### src/rtl/rgbh_pkg.sv
// Shared constants, types and helpers for the RGB colour histogram block.
// Used by the controller, the datapath and the top level; depends on nothing.
package rgbh_pkg;

  localparam int MAX_BINS_LOG2 = 3;
  localparam int COUNT_BITS    = 24;
  localparam int FRACTION_BITS = 16;
  localparam int CHAN_BITS     = 8;
  localparam int OP_W          = 2;
  localparam int CFG_W         = 2;

  localparam int ADDR_W      = 3 * MAX_BINS_LOG2;
  localparam int STORE_DEPTH = 1 << ADDR_W;
  localparam int FRAC_W      = FRACTION_BITS + 1;
  localparam int LOG2_W      = $clog2(MAX_BINS_LOG2 + 1);
  localparam int SHIFT_W     = $clog2(CHAN_BITS + 1);
  localparam int DIV_CNT_W   = $clog2(FRACTION_BITS);

  localparam logic [CFG_W-1:0]      BINS_LOG2_RESET = CFG_W'(3);
  localparam logic [COUNT_BITS-1:0] COUNT_MAX       = '1;
  localparam logic [FRAC_W-1:0]     FRAC_ONE        = {1'b1, {FRACTION_BITS{1'b0}}};
  localparam logic [DIV_CNT_W-1:0]  DIV_LAST        = DIV_CNT_W'(FRACTION_BITS - 1);

  typedef enum logic [OP_W-1:0] {
    OP_ADD   = 2'd0,
    OP_READ  = 2'd1,
    OP_CLEAR = 2'd2,
    OP_NONE  = 2'd3
  } rgbh_op_t;

  typedef enum logic [2:0] {
    ST_CLEAR,
    ST_IDLE,
    ST_FETCH,
    ST_UPDATE,
    ST_DIV_LOAD,
    ST_DIVIDE,
    ST_RESULT
  } rgbh_state_t;

  // Commands from the controller to the datapath
  typedef struct packed {
    logic load;
    logic clr_start;
    logic clr_step;
    logic wr_inc;
    logic div_start;
    logic div_step;
    logic out_load;
  } rgbh_cmd_t;

  // Status from the datapath to the controller
  typedef struct packed {
    logic clr_last;
    logic div_last;
  } rgbh_status_t;

  // Saturating increment of a counter
  function automatic logic [COUNT_BITS-1:0] sat_inc(input logic [COUNT_BITS-1:0] v);
    sat_inc = (v == COUNT_MAX) ? v : v + 1'b1;
  endfunction

endpackage

### src/rtl/rgbh_ctrl.sv
// Sequencing state machine for the colour histogram: clear sweep, pixel
// update, bin read with division, and the result register handshake. Uses rgbh_pkg.
module rgbh_ctrl (
  input  logic                  clk,
  input  logic                  rst_n,
  input  logic                  in_valid,
  output logic                  in_ready,
  input  logic [rgbh_pkg::OP_W-1:0] in_operation,
  output logic                  out_valid,
  input  logic                  out_ready,
  input  rgbh_pkg::rgbh_status_t st,
  output rgbh_pkg::rgbh_cmd_t   cmd
);
  import rgbh_pkg::*;

  rgbh_state_t state_r, state_nxt;
  rgbh_op_t    op_r, op_nxt;
  rgbh_op_t    in_op;
  logic        out_valid_r, out_valid_nxt;
  logic        slot_free;

  assign in_op     = rgbh_op_t'(in_operation);
  assign slot_free = !out_valid_r || out_ready;

  // Next state
  always_comb begin
    state_nxt = state_r;
    op_nxt    = op_r;
    case (state_r)
      ST_CLEAR: begin
        if (st.clr_last) state_nxt = ST_IDLE;
      end
      ST_IDLE: begin
        if (in_valid) begin
          op_nxt = in_op;
          case (in_op)
            OP_ADD, OP_READ: state_nxt = ST_FETCH;
            OP_CLEAR:        state_nxt = ST_CLEAR;
            default:         state_nxt = ST_IDLE;
          endcase
        end
      end
      ST_FETCH: begin
        state_nxt = (op_r == OP_ADD) ? ST_UPDATE : ST_DIV_LOAD;
      end
      ST_UPDATE:   state_nxt = ST_IDLE;
      ST_DIV_LOAD: state_nxt = ST_DIVIDE;
      ST_DIVIDE: begin
        if (st.div_last) state_nxt = ST_RESULT;
      end
      ST_RESULT: begin
        if (slot_free) state_nxt = ST_IDLE;
      end
      default: state_nxt = ST_IDLE;
    endcase
  end

  // Outputs and commands
  always_comb begin
    cmd      = '0;
    in_ready = 1'b0;
    case (state_r)
      ST_CLEAR: cmd.clr_step = 1'b1;
      ST_IDLE: begin
        in_ready      = 1'b1;
        cmd.load      = in_valid;
        cmd.clr_start = in_valid && (in_op == OP_CLEAR);
      end
      ST_UPDATE:   cmd.wr_inc    = 1'b1;
      ST_DIV_LOAD: cmd.div_start = 1'b1;
      ST_DIVIDE:   cmd.div_step  = 1'b1;
      ST_RESULT:   cmd.out_load  = slot_free;
      default: ;
    endcase
  end

  // Result valid: set on load, drop when taken
  always_comb begin
    out_valid_nxt = out_valid_r;
    if (cmd.out_load) begin
      out_valid_nxt = 1'b1;
    end else if (out_ready) begin
      out_valid_nxt = 1'b0;
    end
  end

  always_ff @(posedge clk) begin
    if (!rst_n) begin
      state_r     <= ST_CLEAR;
      op_r        <= OP_NONE;
      out_valid_r <= 1'b0;
    end else begin
      state_r     <= state_nxt;
      op_r        <= op_nxt;
      out_valid_r <= out_valid_nxt;
    end
  end

  assign out_valid = out_valid_r;

  // Checks
  a_idle_no_work: assert property (@(posedge clk) disable iff (!rst_n)
    (state_r == ST_IDLE) |-> !(cmd.wr_inc || cmd.clr_step || cmd.div_step))
    else $error("store or divider active while idle");

  a_clear_ends: assert property (@(posedge clk) disable iff (!rst_n)
    (state_r == ST_CLEAR && st.clr_last) |=> (state_r == ST_IDLE))
    else $error("clear sweep did not return to idle");

  a_no_overwrite: assert property (@(posedge clk) disable iff (!rst_n)
    cmd.out_load |-> (!out_valid_r || out_ready))
    else $error("result loaded over a waiting item");

endmodule

### config.mk
export PLATFORM = sky130hd
export DESIGN_NAME = rgbh_ctrl
export DESIGN_NICKNAME = d
export VERILOG_FILES = /design/src/rtl/rgbh_pkg.sv /design/src/rtl/rgbh_ctrl.sv
export SDC_FILE = /design/constraint.sdc
export NUM_CORES = 1
export LEC_CHECK = 0
export CAP_MARGIN = 5
export CORE_UTILIZATION = 28
export CTS_CLUSTER_SIZE = 20
export DETAILED_ROUTE_END_ITERATION = 7
export DONT_BUFFER_PORTS = 1
export PLACE_DENSITY = 0.44
export SLEW_MARGIN = 30
export SYNTH_ARGS = -nofsm -noshare
export SYNTH_HDL_FRONTEND = slang
export SYNTH_SLANG_ARGS = --single-unit
### constraint.sdc
create_clock -name clk -period 1.6 [get_ports clk]
set_input_delay 0 -clock clk [delete_from_list [all_inputs] [get_ports clk]]
set_output_delay 0 -clock clk [all_outputs]
set_load 0.01 [all_outputs]
### Yosys cells after proc, flatten, opt, wreduce, memory -nomap -nowiden

Cells that the tools add are included.

* multiplexer cells: 16
* equal/unequal tests: 12
* reductions and logical operators: 10

Operators by type and width (count)
* $pmux 3 s6: 1
* $mux 3: 5
* $eq 3x3->1 const B: 3
* $mux 1: 8
* $ne 2x2->1 const B: 4
* $eq 3x2->1 const B: 2
* $logic_not 2->1: 2
* $pmux 2 s2: 1
* $reduce_and 4->1: 1
* $eq 3x1->1 const B: 1
* $logic_not 3->1: 1
* $eq 2x1->1 const B: 1
* $eq 2x2->1 const B: 1
* $mux 2: 1
* $reduce_and 2->1: 1
* $reduce_bool 2->1: 1
* $reduce_or 2->1: 1
* $logic_and 1x1->1: 1
* $logic_not 1->1: 1
* $logic_or 1x1->1: 1

* logic and storage cells: 41
* output and inout bits: 9
* register bits after elaboration: 6
* input bits: 8

### Depth between registers and ports, before layout

* depth in word-level cells: 5
* depth in mapped cells: 5
* depth with buffers taken out: 4

### Worst setup path after synthesis

OpenSTA, ideal clock, no wires.

* path kind: register to register
* start: reg state_r[0]
* end: reg state_r[1]
* period minus slack after synthesis: 1.212 ns
* required time: 1.526 ns
* path buffers: 1
* setup slack: 0.388 ns
* setup time: 0.074 ns
* cell stages (with the launch flop): 6
* arrival: 1.138 ns
* cells stage by stage: dfxtp_1 buf_6 or3b_4 nor3_4 a21oi_1 o22ai_2

* word-level cells in the longest chain between the ends: 3
* elaborated cells on any way between the ends: 12
* those cells by class: eq/ne: 9; mux: 1; reduce/logical: 2

Ends and longest elaborated chain
* start, declared: RTL line rgbh_ctrl.sv:16 `rgbh_state_t state_r, state_nxt;`
* start signal, assigned: RTL line rgbh_ctrl.sv:93 `state_r <= state_nxt;`
* $eq 3x3->1, or another cell as far along: RTL line rgbh_ctrl.sv:29 `case (state_r)`
* $ne 2x2->1 (no source line)
* $reduce_and 4->1 (no source line)

Parallel ways exist; a longest one is shown, timed or not.
A chain may end at the register's enable or synchronous reset.

==> qor.yml <==
status:
  status: "finished clean"
worst_setup_path:
  criticalPathCategory: "flop to output port"
  cp-start-kind: "flop"
  crit_family: "simple AND/OR/NAND/NOR gates"
  path_buf_inv: 0
  crit_path_max_incr_delay_ps: 440
  slowest_stage: "dfxtp_1"
  rr_endpoint: "state_r[1]"
  r2r-start: "state_r[2]"
  crit_path_end_kind: "output port"
  crit_required_ps: 1600
  r2r_cells: 4
  crit_chain: "nand4bb_1, nor3b_1"
  crit_fanout: 15
  rrSetupSlack_ps: 230
  worst_ep_arrival_time_ps: 1440
timing:
  hold_viol_final: 0
  fin_setup_tns_ps: 0
  skew_ps: 2.20
  setup_viol: 0
  drv_slew: 0
  min_period_over_period_pct: 90.2
  timing.fmax_mhz: 693
  worst_hold_slack_ps: 53.4
  period_needed_ps: 1440
  max_slew_margin_pct: 70.7
  worst_slack_ps: 156
  tightest_slew_ps: 440
  grt_setup_unrepaired: "no"
routing:
  wl_per_cell_um: 12.5
  drcViolationCount: 0
  vias: 392
  drtIter0Drc: 2
  wirelength_um: 977
  drt-pass1-iter-count: 4
  viasPerCell: 5.03
  ant_nets: 0
clock_tree:
  cts_sinks: 6
  cts_buffer_depth: 2
  root_buffer: "clkbuf_4"
  hold_buffers: 4
  cts_tree: "done"
  postCtsResizedCells: 0
  htreeDepth: 1
  post_cts_buffers: 0
  numCtsBuffers: 3
  clock_latency_ps: 240
  path_clk_slew_ps: 50
yosys:
  ys_warn_count: 0
  synth.most_common_cell: "nand2_1"
  async_reset_ff_share_pct: 0
  synth.distinct_cells: 30
  avgSynthCellArea_um2: 7.68
  synth_cells: 59
  synth_common_cells: "nand2_1 (12), dfxtp_1 (6), nor2_1 (4)"
  yosysSeqAreaShare_pct: 26.5
  yosysTopAreaCell: "dfxtp_1"
  yosys_register_bits: 6
  yosys-top-cells-area: "dfxtp_1 (27%), nand2_1 (9.9%), nor2b_1 (4.1%)"
  syn_nets: 67
  synth_ff_type: "dfxtp_1"
  syn_area_um2: 453
  synth_top_area_share_pct: 26.5
  synth_edf_count: 0
min_path:
  worst_hold_path.endpoint: "cmd[5]"
  min_from: "in_operation[0]"
  holdCritPathClass: "input port to output port"
  hold_depth: 1
finish:
  nFillCells: 164
  fin_util_pct: 33.7
  n_antenna_cell: 0
  final-instance-count-excl-fill: 78
  final-seq-area_um2: 120
  final_nets: 72
  multi_input_area_um2: 290
  syn_to_final_growth_pct: 12.2
  drive_gt1_share_pct: 14.5
die:
  initial_core_util_pct: 30.1
  die_w_um: 42.2
  die_area_mm2: 0.00178
  ios: 17
  num_rows: 14
  coreArea_mm2: 0.00151
  fp.dieH_um: 42.2
power:
  power.leakage_nw: 0.211
  powerDensity_mw_per_mm2: 715
  max-vdd-ir-drop_mv: 0.265
grt:
  grt_max_degree: 16
  grt_usage_pct: 12.4
  grt_pass1_vias: 376
  globalRoute.totalOverflow: 0
  antenna_found_initial: 0
  grt_pass1_wl_um: 1640
placement:
  io_buffers: 0
  hpwl_um: 720
  dp_cells: 71
  dp_slack_ps: 234
  place_congestion: 0.762
job:
  max_cap_violations: 0
==> worst max-delay path by stage <==
stage / cells after the start / slack (ps) / from / endpoint
finish: 2 / 160 / state_r[2] / cmd[5]
global route: 2 / 40 / state_r[2] / cmd[5]
CTS: 2 / 140 / state_r[2] / cmd[5]
detailed placement: 4 / 230 / state_r[2] / state_r[1]
global placement: 4 / 270 / state_r[2] / state_r[1]
floorplan: 5 / 390 / state_r[0] / state_r[1]
==> kinds of logic after synthesis <==
kind of cell	share of synthesized area [%]
XOR/XNOR	1.93
buffers and inverters	9.39
multiplexers	2.21
AND/OR/NAND/NOR	48.1
flip-flops	26.5
AO/OA/AOI/OAI	11.9
==> layer usage <==
| metal | vias to the layer above | routed length [µm] | GRT usage [%] |
|---|---|---|---|
| met5 | - | 0 | 0 |
| met4 | 0 | 10 | 7.50 |
| met1 | 176 | 475 | 15.6 |
| li1 | 208 | - | - |
| met2 | 6 | 456 | 18.8 |
| met3 | 2 | 34 | 3.02 |
==> sequential cells by signal, indices dropped and copies added, names as in the netlist <==
| register | flops |
|---|---|
| state_r | 3 |
| op_r | 2 |
| out_valid | 1 |
==> layout by cell type, fill, tap and decap left out, drive strengths merged <==
| master | n |
|---|---|
| a21oi | 3 |
| nor2 | 4 |
| or3b | 1 |
| nand3b | 1 |
| buf | 1 |
| mux2i | 1 |
| nand4b | 1 |
| clkbuf | 3 |
| dlygate4sd3 | 4 |
| and2b | 1 |
| nand2b | 2 |
| dfxtp | 6 |
| o221ai | 1 |
| o22ai | 2 |
| nor3b | 2 |
| nor3 | 3 |
| and3 | 1 |
| and4b | 1 |
| o21bai | 1 |
| xnor2 | 1 |
| nand4bb | 1 |
| inv | 2 |
| nand3 | 3 |
| nand2 | 12 |
| and2 | 1 |
| nor2b | 3 |
==> worst reg2reg max path, stage by stage (launching register included) <==
cell and delay (ps):
dfxtp_1 590, nand4bb_1 280, o221ai_1 190, nand2_1 120, o22ai_2 70
==> per-stage QoR <==
| step | total power [mW] | instance area (µm²) |
|---|---|---|
| 2_1_floorplan | 0.213 | 453 |
| 3_3_place_gp | 0.213 | 445 |
| 3_5_place_dp | 0.212 | 445 |
| 4_1_cts | 0.370 | 508 |
| 5_1_grt | 0.382 | 508 |
| 6_report | 0.363 | 508 |
==> power by group <==
group          leakage (nW)  switching, mW  internal (mW)
combinational         0.148         0.0269         0.0260
clock                0.0138         0.0581         0.0851
sequential           0.0490         0.0108          0.156
==> layout make-up <==
class                      count  area share [%]
sequential                     6            23.6
clock buffer                   3            4.43
inverter                       2            1.48
tap                           16            3.94
timing repair buffer           5            9.36
multi-input combinational     46            57.1
Note: power is estimated with default switching activity, not from simulation.
